[config.mk]
export PLATFORM = sky130hd
export DESIGN_NAME = ipv6_udp_rx_frame_filter_flat
export DESIGN_NICKNAME = d
export VERILOG_FILES = /design/src/rtl/ipuf_pkg.sv /design/src/rtl/ipuf_in_if.sv /design/src/rtl/ipuf_out_if.sv /design/src/rtl/ipuf_parse.sv /design/src/rtl/ipv6_udp_rx_frame_filter.sv /design/src/flat_wrapper.sv
export VERILOG_INCLUDE_DIRS = /design/src /design/src/rtl
export SDC_FILE = /design/constraint.sdc
export NUM_CORES = 1
export LEC_CHECK = 0
export BUFFER_PORTS_ARGS = -buffer_cell sky130_fd_sc_hd__buf_4
export CAP_MARGIN = 20
export CORE_MARGIN = 1.5
export CORE_UTILIZATION = 35
export DETAILED_ROUTE_END_ITERATION = 7
export REMOVE_ABC_BUFFERS = 1
export SYNTH_ARGS = -nofsm -noshare
export SYNTH_HDL_FRONTEND = slang
export SYNTH_HIERARCHICAL = 1
export SYNTH_SLANG_ARGS = --single-unit
[constraint.sdc]
create_clock -name clk -period 13.51 [get_ports clk]
set_clock_uncertainty 0.05 [all_clocks]
set_input_delay 0.6755 -clock clk [delete_from_list [all_inputs] [get_ports clk]]
set_output_delay 0.6755 -clock clk [all_outputs]
set_load 0.02 [all_outputs]
[src/rtl/assert_macros.svh]
// Assertion macros used by the top level of the receive filter.
`ifndef ASSERT_MACROS_SVH
`define ASSERT_MACROS_SVH

// Checked at every clock edge outside reset.
`define ASSERT_CLK(label, prop, msg) \
  label: assert property (@(posedge clk) disable iff (!rst_n) prop) else $error(msg);

// Checked at every clock edge, reset included.
`define ASSERT_ALWAYS(label, prop, msg) \
  label: assert property (@(posedge clk) prop) else $error(msg);

`endif

[src/rtl/ipuf_pkg.sv]
// Types, constants and helper functions of the IPv6/UDP receive filter.
`timescale 1ns / 1ps

package ipuf_pkg;

  localparam int DATA_W     = 8;
  localparam int STATUS_W   = 3;
  localparam int PAYLOAD_W  = 10;
  localparam int CFG_IDX_W  = 3;
  localparam int CFG_DATA_W = 64;

  localparam logic [STATUS_W-1:0] ST_OK        = 3'd0;
  localparam logic [STATUS_W-1:0] ST_NOT_OURS  = 3'd1;
  localparam logic [STATUS_W-1:0] ST_BAD_LEN   = 3'd2;
  localparam logic [STATUS_W-1:0] ST_UDP_ERR   = 3'd3;
  localparam logic [STATUS_W-1:0] ST_MALFORMED = 3'd4;

  localparam logic [CFG_IDX_W-1:0] CFG_ENABLE      = 3'd0;
  localparam logic [CFG_IDX_W-1:0] CFG_LOCAL_MAC   = 3'd1;
  localparam logic [CFG_IDX_W-1:0] CFG_PEER_MAC    = 3'd2;
  localparam logic [CFG_IDX_W-1:0] CFG_LOCAL_IP_HI = 3'd3;
  localparam logic [CFG_IDX_W-1:0] CFG_LOCAL_IP_LO = 3'd4;
  localparam logic [CFG_IDX_W-1:0] CFG_PEER_IP_HI  = 3'd5;
  localparam logic [CFG_IDX_W-1:0] CFG_PEER_IP_LO  = 3'd6;

  localparam logic [47:0] RST_LOCAL_MAC   = 48'h0200_0000_0016;
  localparam logic [47:0] RST_PEER_MAC    = 48'h0200_0000_0021;
  localparam logic [63:0] RST_LOCAL_IP_HI = 64'hfd00_1499_2700_0000;
  localparam logic [63:0] RST_LOCAL_IP_LO = 64'h0000_0000_0000_0016;
  localparam logic [63:0] RST_PEER_IP_HI  = 64'hfd00_1499_2700_0000;
  localparam logic [63:0] RST_PEER_IP_LO  = 64'h0000_0000_0000_0021;

  localparam logic [15:0] ETHERTYPE_V6 = 16'h86dd;
  localparam logic [3:0]  IP_VERSION   = 4'd6;
  localparam logic [7:0]  NEXT_UDP     = 8'd17;
  localparam logic [7:0]  HOP_LIMIT    = 8'd64;
  localparam logic [15:0] PORT_SRC     = 16'd25933;
  localparam logic [15:0] PORT_DST     = 16'd25927;

  localparam int ETH_LEN   = 14;
  localparam int IP6_LEN   = 40;
  localparam int UDP_LEN   = 8;
  localparam int HDR_TOTAL = ETH_LEN + IP6_LEN + UDP_LEN;

  typedef struct packed {
    logic        enable;
    logic [47:0] local_mac;
    logic [47:0] peer_mac;
    logic [63:0] local_ip_hi;
    logic [63:0] local_ip_lo;
    logic [63:0] peer_ip_hi;
    logic [63:0] peer_ip_lo;
  } ipuf_cfg_t;

  // Everything the verdict needs once the last byte of a frame is in.
  typedef struct packed {
    logic        enable;
    logic        len_bad;
    logic        hdr_bad;
    logic        udp_bad;
    logic [15:0] sum;
    logic [15:0] pseudo;
    logic [15:0] udp_length;
  } ipuf_summary_t;

  // Ones' complement addition with a single end-around carry.
  function automatic logic [15:0] fold_add(input logic [15:0] a, input logic [15:0] b);
    logic [16:0] s;
    s = {1'b0, a} + {1'b0, b};
    return s[15:0] + 16'(s[16]);
  endfunction

endpackage

[src/rtl/ipuf_in_if.sv]
// Input channel of the receive filter: one frame byte and its last-byte marker.
`timescale 1ns / 1ps

interface ipuf_in_if;
  logic                        valid;
  logic                        ready;
  logic [ipuf_pkg::DATA_W-1:0] data_byte;
  logic                        last_byte;

  modport source(output valid, output data_byte, output last_byte, input ready);
  modport sink(input valid, input data_byte, input last_byte, output ready);
endinterface

[src/rtl/ipuf_out_if.sv]
// Result channel of the receive filter: frame status and payload length.
`timescale 1ns / 1ps

interface ipuf_out_if;
  logic                           valid;
  logic                           ready;
  logic [ipuf_pkg::STATUS_W-1:0]  frame_status;
  logic [ipuf_pkg::PAYLOAD_W-1:0] payload_length;

  modport source(output valid, output frame_status, output payload_length, input ready);
  modport sink(input valid, input frame_status, input payload_length, output ready);
endinterface

[src/rtl/ipuf_parse.sv]
// Per-byte header comparison, checksum accumulation and frame summary.
`timescale 1ns / 1ps

module ipuf_parse #(
  parameter int MAX_PAYLOAD_BYTES = 512,
  parameter int APP_HEADER_BYTES  = 128
) (
  input  logic                        clk,
  input  logic                        rst_n,
  input  logic                        take,
  input  logic [ipuf_pkg::DATA_W-1:0] data_byte,
  input  logic                        last_byte,
  input  ipuf_pkg::ipuf_cfg_t         cfg,
  output ipuf_pkg::ipuf_summary_t     summary
);

  localparam int FRAME_MAX = ipuf_pkg::HDR_TOTAL + APP_HEADER_BYTES + MAX_PAYLOAD_BYTES;
  localparam int CNT_W     = $clog2(FRAME_MAX + 2);
  localparam int UDP_MIN   = ipuf_pkg::UDP_LEN + APP_HEADER_BYTES;
  localparam int UDP_MAX   = UDP_MIN + MAX_PAYLOAD_BYTES;
  localparam int IP_UDP    = ipuf_pkg::ETH_LEN + ipuf_pkg::IP6_LEN;

  logic [CNT_W-1:0] cnt_r,      cnt_nxt;
  logic [15:0]      sum_r,      sum_nxt;
  logic             hdr_bad_r,  hdr_bad_nxt;
  logic [15:0]      udp_len_r,  udp_len_nxt;
  logic             port_bad_r, port_bad_nxt;
  logic [15:0]      csum_r,     csum_nxt;
  logic [15:0]      pseudo_r,   pseudo_nxt;

  logic [CNT_W-1:0] pos;
  logic [CNT_W-1:0] mac_off;
  logic [CNT_W-1:0] ip_off;
  logic [2:0]       mac_sel;
  logic [2:0]       ip_sel;
  logic [63:0]      ip_word;
  logic             exp_hit;
  logic [7:0]       exp_val;
  logic             port_miss;

  assign pos     = cnt_r;
  assign mac_off = pos - CNT_W'(6);
  assign ip_off  = pos - CNT_W'(22);
  assign ip_sel  = ~ip_off[2:0];

  always_comb begin
    exp_hit = 1'b0;
    exp_val = '0;
    mac_sel = '0;
    ip_word = cfg.peer_ip_hi;
    unique case (ip_off[4:3])
      2'd0:    ip_word = cfg.peer_ip_hi;
      2'd1:    ip_word = cfg.peer_ip_lo;
      2'd2:    ip_word = cfg.local_ip_hi;
      default: ip_word = cfg.local_ip_lo;
    endcase
    if (pos < CNT_W'(6)) begin
      exp_hit = 1'b1;
      mac_sel = 3'd5 - pos[2:0];
      exp_val = cfg.local_mac[{mac_sel, 3'b000} +: 8];
    end else if (pos < CNT_W'(12)) begin
      exp_hit = 1'b1;
      mac_sel = 3'd5 - mac_off[2:0];
      exp_val = cfg.peer_mac[{mac_sel, 3'b000} +: 8];
    end else if (pos == CNT_W'(12)) begin
      exp_hit = 1'b1;
      exp_val = ipuf_pkg::ETHERTYPE_V6[15:8];
    end else if (pos == CNT_W'(13)) begin
      exp_hit = 1'b1;
      exp_val = ipuf_pkg::ETHERTYPE_V6[7:0];
    end else if (pos == CNT_W'(20)) begin
      exp_hit = 1'b1;
      exp_val = ipuf_pkg::NEXT_UDP;
    end else if (pos == CNT_W'(21)) begin
      exp_hit = 1'b1;
      exp_val = ipuf_pkg::HOP_LIMIT;
    end else if (pos >= CNT_W'(22) && pos < CNT_W'(IP_UDP)) begin
      exp_hit = 1'b1;
      exp_val = ip_word[{ip_sel, 3'b000} +: 8];
    end
  end

  always_comb begin
    port_miss = 1'b0;
    if (pos == CNT_W'(IP_UDP)) begin
      port_miss = data_byte != ipuf_pkg::PORT_SRC[15:8];
    end else if (pos == CNT_W'(IP_UDP + 1)) begin
      port_miss = data_byte != ipuf_pkg::PORT_SRC[7:0];
    end else if (pos == CNT_W'(IP_UDP + 2)) begin
      port_miss = data_byte != ipuf_pkg::PORT_DST[15:8];
    end else if (pos == CNT_W'(IP_UDP + 3)) begin
      port_miss = data_byte != ipuf_pkg::PORT_DST[7:0];
    end
  end

  always_comb begin
    hdr_bad_nxt  = hdr_bad_r | (exp_hit && data_byte != exp_val) |
                   (pos == CNT_W'(14) && data_byte[7:4] != ipuf_pkg::IP_VERSION);
    port_bad_nxt = port_bad_r | port_miss;
    udp_len_nxt  = udp_len_r;
    csum_nxt     = csum_r;
    pseudo_nxt   = pseudo_r;
    sum_nxt      = sum_r;
    cnt_nxt      = cnt_r;
    if (pos == CNT_W'(18)) begin
      udp_len_nxt = {data_byte, udp_len_r[7:0]};
    end
    if (pos == CNT_W'(19)) begin
      udp_len_nxt = {udp_len_r[15:8], data_byte};
      // The UDP length and next-header part of the pseudo-header is folded in once the length is known.
      pseudo_nxt  = ipuf_pkg::fold_add({udp_len_r[15:8], data_byte},
                                       16'(ipuf_pkg::NEXT_UDP));
    end
    if (pos == CNT_W'(60)) begin
      csum_nxt = {data_byte, csum_r[7:0]};
    end
    if (pos == CNT_W'(61)) begin
      csum_nxt = {csum_r[15:8], data_byte};
    end
    if (pos >= CNT_W'(22)) begin
      sum_nxt = ipuf_pkg::fold_add(sum_r, pos[0] ? {8'h00, data_byte} : {data_byte, 8'h00});
    end
    if (cnt_r <= CNT_W'(FRAME_MAX)) begin
      cnt_nxt = cnt_r + CNT_W'(1);
    end
  end

  always_comb begin
    summary.enable     = cfg.enable;
    summary.len_bad    = cnt_nxt < CNT_W'(ipuf_pkg::HDR_TOTAL) ||
                         cnt_nxt > CNT_W'(FRAME_MAX);
    summary.hdr_bad    = hdr_bad_nxt;
    summary.udp_bad    = udp_len_nxt < 16'(UDP_MIN) || udp_len_nxt > 16'(UDP_MAX) ||
                         ({1'b0, udp_len_nxt} + 17'(IP_UDP)) != 17'(cnt_nxt) ||
                         port_bad_nxt || csum_nxt == 16'h0000;
    summary.sum        = sum_nxt;
    summary.pseudo     = pseudo_nxt;
    summary.udp_length = udp_len_nxt;
  end

  always_ff @(posedge clk) begin
    if (!rst_n || (take && last_byte)) begin
      cnt_r      <= '0;
      sum_r      <= '0;
      hdr_bad_r  <= 1'b0;
      udp_len_r  <= '0;
      port_bad_r <= 1'b0;
      csum_r     <= '0;
      pseudo_r   <= '0;
    end else if (take) begin
      cnt_r      <= cnt_nxt;
      sum_r      <= sum_nxt;
      hdr_bad_r  <= hdr_bad_nxt;
      udp_len_r  <= udp_len_nxt;
      port_bad_r <= port_bad_nxt;
      csum_r     <= csum_nxt;
      pseudo_r   <= pseudo_nxt;
    end
  end

endmodule

[src/rtl/ipv6_udp_rx_frame_filter.sv]
// Top level of the IPv6/UDP receive frame filter: configuration, verdict and result register.
`timescale 1ns / 1ps
// The block takes an Ethernet frame one word (byte) at a time on in_if, with last_byte
// set on the final byte, and gives one result word on out_if for each frame: a status
// and the payload length behind the UDP header and the fixed application header.
// Bytes that are not the last give no result.
// Registers are written through cfg_we, cfg_index and cfg_data; the user must write them only
// while no frame is in flight, which the block does not enforce. Indices beyond the register
// list are ignored. Each byte is handled by the header compare and checksum logic as it is
// taken, so one byte is taken per cycle while in_if.ready is high. After the last byte is
// taken, the frame summary is registered in a summary register, where the checksum is closed
// and the status chosen; the result then goes to the output register that drives out_if.
// If the receiver stalls, one result waits in the output register and one frame summary
// behind it; once both are full, in_if.ready drops for every byte until out_if.ready returns.
// Reset returns the registers to their defaults (filter disabled), clears the frame
// state and empties both result stages; the first byte after reset opens a new frame.

`include "assert_macros.svh"

module ipv6_udp_rx_frame_filter #(
  parameter int MAX_PAYLOAD_BYTES = 512,
  parameter int APP_HEADER_BYTES  = 128
) (
  input  logic                            clk,
  input  logic                            rst_n,
  ipuf_in_if.sink                         in_if,
  ipuf_out_if.source                      out_if,
  input  logic                            cfg_we,
  input  logic [ipuf_pkg::CFG_IDX_W-1:0]  cfg_index,
  input  logic [ipuf_pkg::CFG_DATA_W-1:0] cfg_data
);

  localparam int UDP_MIN = ipuf_pkg::UDP_LEN + APP_HEADER_BYTES;

  ipuf_pkg::ipuf_cfg_t     cfg_r;
  ipuf_pkg::ipuf_summary_t summary;
  ipuf_pkg::ipuf_summary_t fin_r;
  logic                    fin_valid_r, fin_valid_nxt;
  logic                    out_valid_r, out_valid_nxt;
  logic [ipuf_pkg::STATUS_W-1:0]  status_r,  status_nxt;
  logic [ipuf_pkg::PAYLOAD_W-1:0] payload_r, payload_nxt;

  logic        take;
  logic        take_last;
  logic        out_free;
  logic        fin_move;
  logic [15:0] csum;
  logic [15:0] payload_wide;

  assign out_free    = !out_valid_r || out_if.ready;
  assign fin_move    = fin_valid_r && out_free;
  assign in_if.ready = !fin_valid_r || out_free;
  assign take        = in_if.valid && in_if.ready;
  assign take_last   = take && in_if.last_byte;

  always_ff @(posedge clk) begin
    if (!rst_n) begin
      cfg_r.enable      <= 1'b0;
      cfg_r.local_mac   <= ipuf_pkg::RST_LOCAL_MAC;
      cfg_r.peer_mac    <= ipuf_pkg::RST_PEER_MAC;
      cfg_r.local_ip_hi <= ipuf_pkg::RST_LOCAL_IP_HI;
      cfg_r.local_ip_lo <= ipuf_pkg::RST_LOCAL_IP_LO;
      cfg_r.peer_ip_hi  <= ipuf_pkg::RST_PEER_IP_HI;
      cfg_r.peer_ip_lo  <= ipuf_pkg::RST_PEER_IP_LO;
    end else if (cfg_we) begin
      unique case (cfg_index)
        ipuf_pkg::CFG_ENABLE:      cfg_r.enable      <= cfg_data[0];
        ipuf_pkg::CFG_LOCAL_MAC:   cfg_r.local_mac   <= cfg_data[47:0];
        ipuf_pkg::CFG_PEER_MAC:    cfg_r.peer_mac    <= cfg_data[47:0];
        ipuf_pkg::CFG_LOCAL_IP_HI: cfg_r.local_ip_hi <= cfg_data;
        ipuf_pkg::CFG_LOCAL_IP_LO: cfg_r.local_ip_lo <= cfg_data;
        ipuf_pkg::CFG_PEER_IP_HI:  cfg_r.peer_ip_hi  <= cfg_data;
        ipuf_pkg::CFG_PEER_IP_LO:  cfg_r.peer_ip_lo  <= cfg_data;
        default: begin
        end
      endcase
    end
  end

  ipuf_parse #(
    .MAX_PAYLOAD_BYTES(MAX_PAYLOAD_BYTES),
    .APP_HEADER_BYTES (APP_HEADER_BYTES)
  ) u_parse (
    .clk      (clk),
    .rst_n    (rst_n),
    .take     (take),
    .data_byte(in_if.data_byte),
    .last_byte(in_if.last_byte),
    .cfg      (cfg_r),
    .summary  (summary)
  );

  assign csum         = ipuf_pkg::fold_add(fin_r.sum, fin_r.pseudo);
  assign payload_wide = fin_r.udp_length - 16'(UDP_MIN);

  always_comb begin
    status_nxt  = ipuf_pkg::ST_OK;
    payload_nxt = '0;
    if (!fin_r.enable) begin
      status_nxt = ipuf_pkg::ST_MALFORMED;
    end else if (fin_r.len_bad) begin
      status_nxt = ipuf_pkg::ST_BAD_LEN;
    end else if (fin_r.hdr_bad) begin
      status_nxt = ipuf_pkg::ST_NOT_OURS;
    end else if (fin_r.udp_bad || csum != 16'hffff) begin
      status_nxt = ipuf_pkg::ST_UDP_ERR;
    end else if (payload_wide == 16'h0000) begin
      status_nxt = ipuf_pkg::ST_MALFORMED;
    end else begin
      payload_nxt = payload_wide[ipuf_pkg::PAYLOAD_W-1:0];
    end
  end

  always_comb begin
    fin_valid_nxt = fin_valid_r;
    if (take_last) begin
      fin_valid_nxt = 1'b1;
    end else if (fin_move) begin
      fin_valid_nxt = 1'b0;
    end
    out_valid_nxt = out_valid_r;
    if (fin_move) begin
      out_valid_nxt = 1'b1;
    end else if (out_if.ready) begin
      out_valid_nxt = 1'b0;
    end
  end

  always_ff @(posedge clk) begin
    if (!rst_n) begin
      fin_valid_r <= 1'b0;
      out_valid_r <= 1'b0;
    end else begin
      fin_valid_r <= fin_valid_nxt;
      out_valid_r <= out_valid_nxt;
    end
  end

  always_ff @(posedge clk) begin
    if (take_last) begin
      fin_r <= summary;
    end
    if (fin_move) begin
      status_r  <= status_nxt;
      payload_r <= payload_nxt;
    end
  end

  assign out_if.valid          = out_valid_r;
  assign out_if.frame_status   = status_r;
  assign out_if.payload_length = payload_r;

  `ASSERT_ALWAYS(a_reset_empties, !rst_n |=> !out_valid_r && !fin_valid_r,
                 "result stages not empty after reset")
  `ASSERT_CLK(a_last_held, take_last |=> fin_valid_r,
              "frame end taken without a frame summary")
  `ASSERT_CLK(a_ok_has_payload,
              out_valid_r && status_r == ipuf_pkg::ST_OK |-> payload_r != '0,
              "accepted frame reports an empty payload")
  `ASSERT_CLK(a_reject_no_payload,
              out_valid_r && status_r != ipuf_pkg::ST_OK |-> payload_r == '0,
              "rejected frame reports a payload length")

endmodule
[src/flat_wrapper.sv]
// flat-port wrapper written by rule: the top's interface ports become plain ports
module ipv6_udp_rx_frame_filter_flat 
#(
  parameter int MAX_PAYLOAD_BYTES = 512,
  parameter int APP_HEADER_BYTES  = 128
)
  (clk, rst_n, cfg_we, cfg_index, cfg_data, in_if_valid, in_if_data_byte, in_if_last_byte, in_if_ready, out_if_valid, out_if_frame_status, out_if_payload_length, out_if_ready);
  ipuf_in_if in_if_i ();
  ipuf_out_if out_if_i ();
  input  logic clk;
  input  logic rst_n;
  input  logic cfg_we;
  input  logic [ipuf_pkg::CFG_IDX_W-1:0] cfg_index;
  input  logic [ipuf_pkg::CFG_DATA_W-1:0] cfg_data;
  input wire logic [$bits(in_if_i.valid)-1:0] in_if_valid;
  input wire logic [$bits(in_if_i.data_byte)-1:0] in_if_data_byte;
  input wire logic [$bits(in_if_i.last_byte)-1:0] in_if_last_byte;
  output wire logic [$bits(in_if_i.ready)-1:0] in_if_ready;
  output wire logic [$bits(out_if_i.valid)-1:0] out_if_valid;
  output wire logic [$bits(out_if_i.frame_status)-1:0] out_if_frame_status;
  output wire logic [$bits(out_if_i.payload_length)-1:0] out_if_payload_length;
  input wire logic [$bits(out_if_i.ready)-1:0] out_if_ready;
  assign in_if_i.valid = in_if_valid;
  assign in_if_i.data_byte = in_if_data_byte;
  assign in_if_i.last_byte = in_if_last_byte;
  assign in_if_ready = in_if_i.ready;
  assign out_if_valid = out_if_i.valid;
  assign out_if_frame_status = out_if_i.frame_status;
  assign out_if_payload_length = out_if_i.payload_length;
  assign out_if_i.ready = out_if_ready;
  ipv6_udp_rx_frame_filter #(.MAX_PAYLOAD_BYTES(MAX_PAYLOAD_BYTES), .APP_HEADER_BYTES(APP_HEADER_BYTES)) u_core (.clk(clk), .rst_n(rst_n), .in_if(in_if_i), .out_if(out_if_i), .cfg_we(cfg_we), .cfg_index(cfg_index), .cfg_data(cfg_data));
endmodule
==> summary.md, run 1 <==
| Metric | Value |
|---|---|
| WP data required | 13840 ps |
| # port buffers | 95 |
| Mapped Cells | 3217 |
| Sw Ratio | 0.262 |
| Largest net degree at the start of global routing | 231 |
| Combinational share of power | 0.108 |
| Setup Fix Bufs, Post-CTS | 0 |
| Cell taking the most area after synthesis | dfxtp_1 |
| Final setup viols | 0 |
| Post-synthesis async set-or-reset flop share | 0 |
| FILL cells | 7677 |
| Hold Buf Count CTS | 0 |
| Yosys cell types | 108 |
| RSZ-0062 raised after global routing | no |
| Setup crit start kind | flop |
| Most common cell in the synthesized netlist | nand2_1 |
| HP Class | input pin to flop |
| Highest clock rate | 183 MHz |
| Final RePlAce weighted congestion | 0.923 |
| Gr usage total | 0.213 |
| Hold Fails Final Rpt | 0 |
| WP buf/inv | 2 |
| Outcome | finished clean |
| Residual DRC count | 0 |
| Slew HR | 0.279 |
| Data arrival time of the worst path | 5810 ps |
| Leakage | 10.5 nW |
| Die Wd | 279 um |
| Area contributors post-synth | dfxtp_1, nand2_1, a21boi_0 |
| First-pass GRT wire length | 131000 um |
| Number of flops mapped to enable cells by yosys | 65 |
| Layout Nets | 3304 |
| Post-layout min period | 5480 ps |
| Max-slew violations | 0 |
| Final Routed Wirelength | 84400 um |
| Crit Path Class | flop to flop |
| Crit share post-route | 0.406 |
| Syn-to-layout area delta | 11.8% |
| Clock Path Buffers | 3 |
| Ant. Diodes | 0 |
| Reg clk slew, reported paths | 70 ps |
| Synth top area share | 0.324 |
| Drt pass-1 iters | 5 |
| Inst Count DP | 4092 |
| H-tree levels | 2 |
| Cts repair resizes | 0 |
| Gr ovfl total | 0 |
| Vias in the first global route | 22123 |
| Initial antenna violation count | 0 |
| Crit-path cells | ha_2 -> buf_4 -> nand2b_1 -> o32ai_4 -> buf_4 -> a221oi_1 -> a221oi_1 -> a311oi_1 -> nor4_1 -> mux2_1 -> o22ai_1 -> nor4_2 -> nor2_1 |
| Via/cell ratio | 5.54 |
| Delay-heaviest family, CP | simple AND/OR/NAND/NOR gates |
| Share of cells above drive strength 1 | 0.105 |
| Initial Util | 0.352 |
| DR vias | 23209 |
| Sequential share of the synthesized area | 0.397 |
| NetSw | 0.895 mW |
| Sequential Power Share | 0.457 |
| Die Ht | 279 um |
| P per Cell Area | 115 nW/um2 |
| Internal power | 2.53 mW |
| DR WL/cell | 20.2 um |
| I/O Pins | 96 |
| Clk_lat worst skew | 650 ps |
| Maximum vdd ir drop | 0.0000935 V |
| Post-route ant nets | 0 |
| Mapped cell area | 26700 um2 |
| Row count | 101 |
| Syn avg cell area | 8.29 um2 |
| DRC violation total after the first TritonRoute iteration | 2076 |
| Warnings from Yosys | 6 |
| Slowest CP cell | dfxtp_4 |
| Hpwl dp | 53900 um |
| Clk pwr share | 0.435 |
| Worst-path maximum fanout | 34 |
| Crit end category | flop |
| Synth Register Bits | 496 |
| Final setup TNS | 0 ps |
| Maxcap violations | 0 |
| Finished Layout Cells | 4190 |
| Die ar. | 77900 um2 |
| Clock Sinks | 496 |
| Synth Flop Type | dfxtp_1 |
| Worst path max stage delay | 770 ps |
| Least-Margin Pin Slew | 1080 ps |
| Clock buffer count from CTS | 54 |
| Synth cell count leaders | nand2_1, dfxtp_1, a21boi_0 |
| Total core area | 75700 um2 |
| CTS tree | yes |
| CTS root buf | clkbuf_16 |
==> worst reg2reg max path: cells and delay by family, from the launching register on <==
family,cells,cell delay (ps)
buffers and inverters,2,770
flip-flops,1,770
adder cells (fa/ha/maj),1,670
AO/OA/AOI/OAI,5,1250
multiplexers,1,260
AND/OR/NAND/NOR,4,1460
==> routing by layer <==
| metal | wire length, um | track usage | up-vias |
|---|---|---|---|
| li1 | - | - | 11160 |
| met1 | 37300 | 0.281 | 11089 |
| met2 | 39500 | 0.354 | 794 |
| met3 | 4930 | 0.0307 | 166 |
| met4 | 2730 | 0.0775 | 0 |
| met5 | 0 | 0 | - |
==> cells in the final DEF (no fill, tap or decap), types with 8 or more instances in the layout <==
cell type and count:
ha_1 48, or4_1 9, buf_4 129, nand2_1 863, inv_1 52, o21a_1 16, clkbuf_1 15, edfxtp_1 65
nor3_1 48, a21oi_1 94, mux2_2 26, nand4_1 22, and2_1 15, a22o_1 9, and3_1 13, o211ai_1 15
xnor2_1 66, mux4_2 29, o21ai_0 91, nor4_2 8, a221o_1 9, mux2i_1 83, a31oi_1 18, or3_1 10
a21boi_0 310, nand3_1 103, xor2_1 28, nor4_1 30, nor2_1 159, nor2b_1 26, dfxtp_1 427, o21ai_1 11
a221oi_1 28, a211oi_1 37, nor3b_1 8, o22ai_1 9, clkbuf_16 55, nand2b_1 18, a21o_1 14, a22oi_1 15
==> cell families (layout without fill, tap and decap cells) <==
group / after synthesis / in the layout / share of synthesized area
flip-flops: 496 / 496 / 0.397
AO/OA/AOI/OAI: 757 / 757 / 0.204
adder cells (fa/ha/maj): 51 / 51 / 0.0245
AND/OR/NAND/NOR: 1385 / 1385 / 0.228
multiplexers: 141 / 141 / 0.0680
XOR/XNOR: 98 / 98 / 0.0344
buffers and inverters: 289 / 284 / 0.0448
==> state kept, by name, indices dropped and copies added (netlist names) <==
register                      flops
u_core/cfg_r                    353
u_core/u_parse/csum_r            16
u_core/out_if.frame_status        3
u_core/u_parse/sum_r             16
u_core/out_if.payload_length     10
u_core/out_if.valid               1
u_core/fin_valid_r                1
u_core/u_parse/udp_len_r         16
u_core/u_parse/port_bad_r         1
u_core/u_parse/hdr_bad_r          1
u_core/u_parse/cnt_r             10
u_core/u_parse/pseudo_r          16
u_core/fin_r                     52
==> worst paths after layout <==
check	from	to	slack [ps]	depth (start not counted)
setup reg to reg	u_core/u_parse/cnt_r[1]	u_core/fin_r[49]	8030	13
setup / recovery	u_core/u_parse/cnt_r[1]	u_core/fin_r[49]	8030	13
hold / removal	cfg_data[59]	u_core/cfg_r[123]	240	3
hold reg to reg	u_core/cfg_r[352]	u_core/fin_r[51]	390	0
==> power by group through the flow <==
stage                     logic [mW]  clock network (mW)  registers, mW
after floorplan                0.222                   0           1.59
after global placement         0.365                   0           1.60
after detailed placement       0.366                   0           1.60
after CTS                      0.368                1.52           1.56
after global routing           0.405                1.58           1.57
final                          0.371                1.49           1.56
==> area by class of cell <==
class	instances	area, um2	share of cell area
Multi-Input combinational cell	2432	15000	0.503
Clock inverter	21	272	0.00910
Sequential cell	496	10600	0.355
Tap cell	978	1220	0.0410
Clock buffer	75	1500	0.0503
Inverter	56	210	0.00705
Timing Repair Buffer	132	1010	0.0340
==> through the flow <==
step           hold WS, ps  instance area, um2  utilization  setup WS, ps  power (mW)
2_1_floorplan          358               25700            -          5990        1.81
3_3_place_gp           387               28000        0.370          8360        1.96
3_5_place_dp           375               28000        0.370          8310        1.96
4_1_cts                218               29800        0.394          8280        3.45
5_1_grt                229               29800        0.394          7950        3.55
6_report               235               29800        0.394          8030        3.42
No activity file was read; power rests on OpenSTA's default activity.
==> run 2, diff against run 1 <==
==> constraint.sdc (replaced) <==
create_clock -name clk -period 5.69 [get_ports clk]
set_clock_uncertainty 0.05 [all_clocks]
set_input_delay 0.2845 -clock clk [delete_from_list [all_inputs] [get_ports clk]]
set_output_delay 0.2845 -clock clk [all_outputs]
set_load 0.02 [all_outputs]
==> run 2 against run 1 <==
Core utilization increased by 1.2 points. Non-clock buffer count increased by 82. Total power increased by 140%. Worst hold slack got worse by 170 ps. Clock power increased by 150%. Global-route usage increased by 0.086 points. Sequential cell count unchanged. First-iteration DRC count decreased by 14%. Critical path depth increased by 8. Largest cell class unchanged.
==> summary.md, run 2 (synthesis results as in run 1) <==
| Metric | Value |
|---|---|
| Outcome | finished clean |
| Reg2reg end | u_core/out_if.payload_length[9] |
| Post-layout min period | 4660 ps (-814 ps) |
| Clock Path Buffers | 3 (unchanged) |
| Crit Path Class | flop to flop |
| Clk_lat worst skew | 620 ps (-30 ps) |
| Critical R2R Launch | u_core/fin_r[32] |
| Ant. Diodes | 0 (unchanged) |
| Clock Sinks | 496 (unchanged) |
| H-tree levels | 2 (unchanged) |
| Hold Fails Final Rpt | 0 (unchanged) |
| Data arrival time of the worst path | 5020 ps (-790 ps) |
| Clock buffer count from CTS | 55 (+1.9%) |
| Initial Util | 0.352 (unchanged) |
| WP data required | 6050 ps (-7790 ps) |
| Die Wd | 279 um (unchanged) |
| R2R Setup Slk | 1030 ps (-7010 ps) |
| Share of cells above drive strength 1 | 0.108 (+0.00330) |
| Clk pwr share | 0.443 (+0.008) |
| Top Registers | u_core/cfg_r: 353 flops, u_core/fin_r: 52 flops |
| First-pass GRT wire length | 133000 um (+0.96%) |
| Final Routed Wirelength | 85200 um (+0.93%) |
| Vias in the first global route | 22391 (+1.2%) |
| Die ar. | 77900 um2 (unchanged) |
| Combinational share of power | 0.113 (+0.005) |
| HP Class | input pin to flop |
| Via/cell ratio | 5.47 (-1.3%) |
| Initial antenna violation count | 1 (+1) |
| Max-slew violations | 0 (unchanged) |
| Least-Margin Pin Slew | 1110 ps (+24.5 ps) |
| Highest clock rate | 214 MHz (+17%) |
| Total core area | 75700 um2 (unchanged) |
| Hold_sp | in_if_data_byte[4] |
| Hold Path Depth | 3 (unchanged) |
| Crit end category | flop |
| Reg clk slew, reported paths | 60 ps (about the same) |
| Gr usage total | 0.214 (+0.000862) |
| Internal power | 6.18 mW (+140%) |
| Biggest register | u_core/cfg_r |
| RSZ-0062 raised after global routing | no |
| Leakage | 10.9 nW (+4.1%) |
| Crit share post-route | 0.820 (+0.414) |
| Final Hold Slack | 60.9 ps (-174 ps) |
| Slowest CP cell | or4b_1 |
| Drt pass-1 iters | 6 (+1) |
| Crit-path cells | ha_1 -> inv_1 -> fa_1 -> nand2b_1 -> a211oi_2 -> o21a_1 -> o31a_1 -> o21a_1 -> nor2_1 -> nor2b_1 -> o21ai_0 -> nand2b_1 -> ha_1 -> nor2b_1 -> nand4b_1 -> nor2_2 -> or4b_1 -> mux2i_1 -> o211ai_2 -> buf_4 -> nor4_1 |
| Commonest non-fill, non-tap cell in the layout | nand2_1 |
| Post-route ant nets | 0 (unchanged) |
| Slew HR | 0.263 (-0.0163) |
| Gr ovfl total | 0 (unchanged) |
| I/O Pins | 96 (unchanged) |
| Maximum vdd ir drop | 0.000232 V (+150%) |
| Worst r2r path cells | 21 (+8) |
| Final Core Density | 0.406 (+0.0122) |
| DR vias | 23382 (+0.75%) |
| Maxcap violations | 0 (unchanged) |
| Residual DRC count | 0 (unchanged) |
| Worst path max stage delay | 470 ps (-300 ps) |
| Hold Path End | u_core/u_parse/csum_r[4] |
| Largest net degree at the start of global routing | 236 (+2.2%) |
| Sequential Power Share | 0.444 (-0.013) |
| Worst-path maximum fanout | 13 (-62%) |
| Hpwl dp | 55400 um (+2.7%) |
| CTS tree | yes |
| Sw Ratio | 0.258 (-0.00327) |
| # port buffers | 95 (unchanged) |
| Final RePlAce weighted congestion | 0.953 (+3.2%) |
| DRC violation total after the first TritonRoute iteration | 1795 (-14%) |
| Cts repair resizes | 0 (unchanged) |
| Final setup viols | 0 (unchanged) |
| CTS root buf | clkbuf_16 |
| Syn-to-layout area delta | 15.3% |
| Largest register FFs | 353 (unchanged) |
| Most frequent cells in the layout | nand2_1, dfxtp_1, a21boi_0 |
| Setup crit start kind | flop |
| P per Cell Area | 271 nW/um2 (+140%) |
| NetSw | 2.15 mW (+140%) |
| Die Ht | 279 um (unchanged) |
| DR WL/cell | 19.9 um (-1.1%) |
| Inst Count DP | 4103 (+0.27%) |
| Finished Layout Cells | 4277 (+2.1%) |
| Layout Nets | 3387 (+2.5%) |
| Row count | 101 (unchanged) |
## run 2: metrics by stage
stage	total power [mW]	setup TNS (ps)	instance area, um2	worst slack (ps)
after CTS	8.40	0	30700	955
after detailed placement	4.66	0	28100	985
after floorplan	4.31	-52480	25700	-1830
after global routing	8.64	0	30700	561
final	8.33	0	30700	1030
after global placement	4.66	0	28100	1050
## run 2: final cells by class
| type | instances | area [um2] |
|---|---|---|
| clock buffers | 71 | 1530 |
| clock inverters | 30 | 365 |
| fillers | 7557 | 45000 |
| inverters | 56 | 210 |
| multi-input cells | 2432 | 15000 |
| flip-flops and latches | 496 | 10600 |
| well taps | 978 | 1220 |
| repair buffers | 214 | 1820 |
## run 2: power groups by stage
stage	sequential, mW	combinational, mW	clock, mW
final	3.70	0.937	3.69
after global routing	3.71	1.02	3.91
after CTS	3.70	0.930	3.77
after detailed placement	3.78	0.885	0
after global placement	3.78	0.880	0
after floorplan	3.78	0.526	0
## run 2: what timing repair did
item,4_1_cts,5_1_grt
endpoints found under the setup margin,0,0
hold endpoints to repair,364,0
setup buffers,0,0
hold buffers,72,0
## run 2: how the worst max path moves through the flow
stage                                       start                               to  slack [ps]
after global placement           u_core/fin_r[16]    u_core/out_if.frame_status[1]        1050
after floorplan           u_core/u_parse/cnt_r[0]          u_core/u_parse/sum_r[9]       -1830
after global routing             u_core/fin_r[32]  u_core/out_if.payload_length[5]         560
after detailed placement         u_core/fin_r[32]  u_core/out_if.payload_length[5]         980
final                            u_core/fin_r[32]  u_core/out_if.payload_length[9]        1030
after CTS                        u_core/fin_r[32]  u_core/out_if.payload_length[5]         950
## run 2: metal layers
metal  track usage  wire length, um  vias up
met2         0.359            40000      701
li1              -                -    11332
met1         0.279            37400    11178
met3        0.0290             4620      169
met4        0.0822             3150        2
met5             0                7        -
## run 2: worst max-delay path: cells and delay by family (launching register included)
| family | cells | cell delay [ps] |
|---|---|---|
| and+or+nand+nor | 9 | 1780 |
| AOI/OAI and AO/OA | 6 | 1130 |
| adders and majority gates | 3 | 710 |
| DFF | 1 | 330 |
| buffers and inverters | 2 | 290 |
| muxes | 1 | 200 |
==> run 3, diff against run 2 <==
==> constraint.sdc (replaced) <==
create_clock -name clk -period 4.55 [get_ports clk]
set_clock_uncertainty 0.05 [all_clocks]
set_input_delay 0.2275 -clock clk [delete_from_list [all_inputs] [get_ports clk]]
set_output_delay 0.2275 -clock clk [all_outputs]
set_load 0.02 [all_outputs]
==> run 3 against run 2 <==
Sequential cell count stayed put. Global-route usage is 0.16 points higher. Fmax is 9.1% higher. First-iteration DRC count grew 3.2%. Worst hold slack lost 35 ps. Critical endpoint is now u_core/out_if.frame_status[1]. Highest routed layer unchanged. Wire length up 1.2%. Non-clock buffer count increased by 50. Critical path depth did not move. Die area unchanged. Clock power increased by 23%.
==> summary.md, run 3 (synthesis results as in run 1) <==
| Metric | Value |
|---|---|
| Final RePlAce weighted congestion | 0.922 (-3.2%) |
| Final Core Density | 0.413 (+0.00679) |
| Initial antenna violation count | 4 (+3) |
| Syn-to-layout area delta | 17.2% |
| Die Ht | 279 um (unchanged) |
| Die ar. | 77900 um2 (unchanged) |
| Finished Layout Cells | 4326 (+1.1%) |
| I/O Pins | 96 (unchanged) |
| Largest net degree at the start of global routing | 190 (-19%) |
| Hold Path Depth | 2 (-1) |
| # port buffers | 95 (unchanged) |
| Post-layout min period | 4280 ps (-389 ps) |
| Gr usage total | 0.216 (+0.00160) |
| First-pass GRT wire length | 132000 um (-0.43%) |
| Post-route design area | 31300 um2 (+1.7%) |
| Gr ovfl total | 0 (unchanged) |
| Total core area | 75700 um2 (unchanged) |
| Placed Area | 28500 um2 (+1.4%) |
| Max-slew violations | 0 (unchanged) |
| RSZ-0062 raised after global routing | yes |
| Clock Sinks | 496 (unchanged) |
| Biggest register | u_core/cfg_r |
| WP data required | 4870 ps (-1180 ps) |
| Share of cells above drive strength 1 | 0.126 (+0.0176) |
| Clock buffer count from CTS | 53 (-3.6%) |
| CTS tree | yes |
| DR WL/cell | 19.9 um (about the same) |
| P per Cell Area | 332 nW/um2 (+23%) |
| Highest clock rate | 234 MHz (+9.1%) |
| Final Hold Slack | 25.9 ps (-35.1 ps) |
| Data arrival time of the worst path | 4590 ps (-430 ps) |
| Residual DRC count | 0 (unchanged) |
| Post-route ant nets | 0 (unchanged) |
| Hold_sp | rst_n |
| Layout Nets | 3435 (+1.4%) |
| Final setup viols | 0 (unchanged) |
| Die Wd | 279 um (unchanged) |
| Hold Path End | u_core/cfg_r[108] |
| Crit end category | flop |
| Least-Margin Pin Slew | 1090 ps (-17.0 ps) |
| Clk_lat worst skew | 650 ps (+30 ps) |
| Row count | 101 (unchanged) |
| CTS root buf | clkbuf_16 |
| Reg2reg end | u_core/out_if.frame_status[1] |
| DR vias | 23541 (+0.68%) |
| Reg clk slew, reported paths | 60 ps (about the same) |
| R2R Setup Slk | 270 ps (-750 ps) |
| Via/cell ratio | 5.44 (-0.46%) |
| Inst Count DP | 4150 (+1.1%) |
| Critical R2R Launch | u_core/fin_r[16] |
| Crit Path Class | flop to flop |
| Maximum vdd ir drop | 0.000299 V (+29%) |
| DRC violation total after the first TritonRoute iteration | 1852 (+3.2%) |
| Drt pass-1 iters | 7 (+1) |
| Crit share post-route | 0.940 (+0.120) |
| Outcome | finished clean |
| Maxcap violations | 0 (unchanged) |
| Worst r2r path cells | 21 (unchanged) |
| Largest register FFs | 353 (unchanged) |
| Worst-path maximum fanout | 7 (-6) |
| Commonest non-fill, non-tap cell in the layout | nand2_1 |
| Hold Fails Final Rpt | 0 (unchanged) |
| Most frequent cells in the layout | nand2_1, dfxtp_1, a21boi_0 |
| Clock Path Buffers | 3 (unchanged) |
| Slew HR | 0.274 (+0.0114) |
| Setup crit start kind | flop |
| Final Routed Wirelength | 86200 um (+1.2%) |
| Top Registers | u_core/cfg_r: 353 flops, u_core/fin_r: 52 flops |
| Initial Util | 0.352 (unchanged) |
| HP Class | input pin to flop |
| Hpwl dp | 56700 um (+2.4%) |
| H-tree levels | 2 (unchanged) |
| Vias in the first global route | 22160 (-1.0%) |
| Leakage | 11.2 nW (+2.3%) |
run 3: cell count changes in the layout (fill, tap and decap cells not counted), sizes merged:
cell,change
diode,+1
clkbuf,+7
clkinvlp,-1
inv,+1
buf,+50
dlygate4sd3,-1
clkinv,-8
run 3: area by class of cell:
type | count | area, um2
clock inverter | 22 | 330
antenna | 1 | 2.50
sequential | 496 | 10600
fill | 7576 | 44400
timing repair buffer | 264 | 2280
tap | 978 | 1220
inverter | 56 | 210
multi-input combinational | 2432 | 15100
clock buffer | 77 | 1520
run 3: power by group:
group | internal [mW] | switching, mW | leakage, nW
combinational | 0.480 | 0.731 | 6.16
clock | 2.67 | 1.88 | 0.898
sequential | 4.55 | 0.0757 | 4.12
total | 7.70 | 2.69 | 11.2
run 3: repair_timing:
item,4_1_cts,5_1_grt
resized for setup,0,22
setup endpoints to repair,0,17
setup buffers,0,2
endpoints found under the hold margin,359,0
hold buffers,71,0
run 3: how the worst max path moves through the flow:
| stage | slack, ps | endpoint | cells after the start | start |
|---|---|---|---|---|
| 2_1_floorplan | -2970 | u_core/u_parse/sum_r[9] | 22 | u_core/u_parse/cnt_r[0] |
| 3_3_place_gp | 110 | u_core/out_if.frame_status[1] | 23 | u_core/fin_r[16] |
| 3_5_place_dp | 70 | u_core/out_if.payload_length[9] | 21 | u_core/fin_r[23] |
| 4_1_cts | 20 | u_core/out_if.payload_length[9] | 21 | u_core/fin_r[23] |
| 5_1_grt | -70 | u_core/out_if.frame_status[1] | 21 | u_core/fin_r[16] |
| 6_report | 270 | u_core/out_if.frame_status[1] | 21 | u_core/fin_r[16] |
run 3: critical path, cell delays in order, from the launching register on:
cell	delay, ps
edfxtp_1	330
ha_1	170
inv_1	50
fa_2	350
nand2b_4	160
a211oi_4	210
o21a_1	160
o31a_1	140
o21a_1	130
nor2_2	50
nor2b_1	110
o21ai_1	60
nand2b_1	70
ha_2	170
nor2b_4	170
nand4b_1	150
nor2_2	180
or4b_4	480
mux2i_2	260
o211ai_4	170
buf_12	180
a22o_2	200
run 3: metal layers:
layer  track usage  wire length (um)  up-vias
met1         0.280             37800    11236
met4        0.0984              3670        6
met2         0.353             40100      692
met5             0                38        -
li1              -                 -    11414
met3        0.0332              4680      193
run 3: per-stage QoR:
step | power, mW | setup TNS (ps) | setup WS (ps)
finish | 10.4 | 0 | 275
global route | 10.8 | -577 | -72.0
CTS | 10.5 | 0 | 15.3
detailed placement | 5.85 | 0 | 70.7
global placement | 5.85 | 0 | 108
floorplan | 5.39 | -132910 | -2970
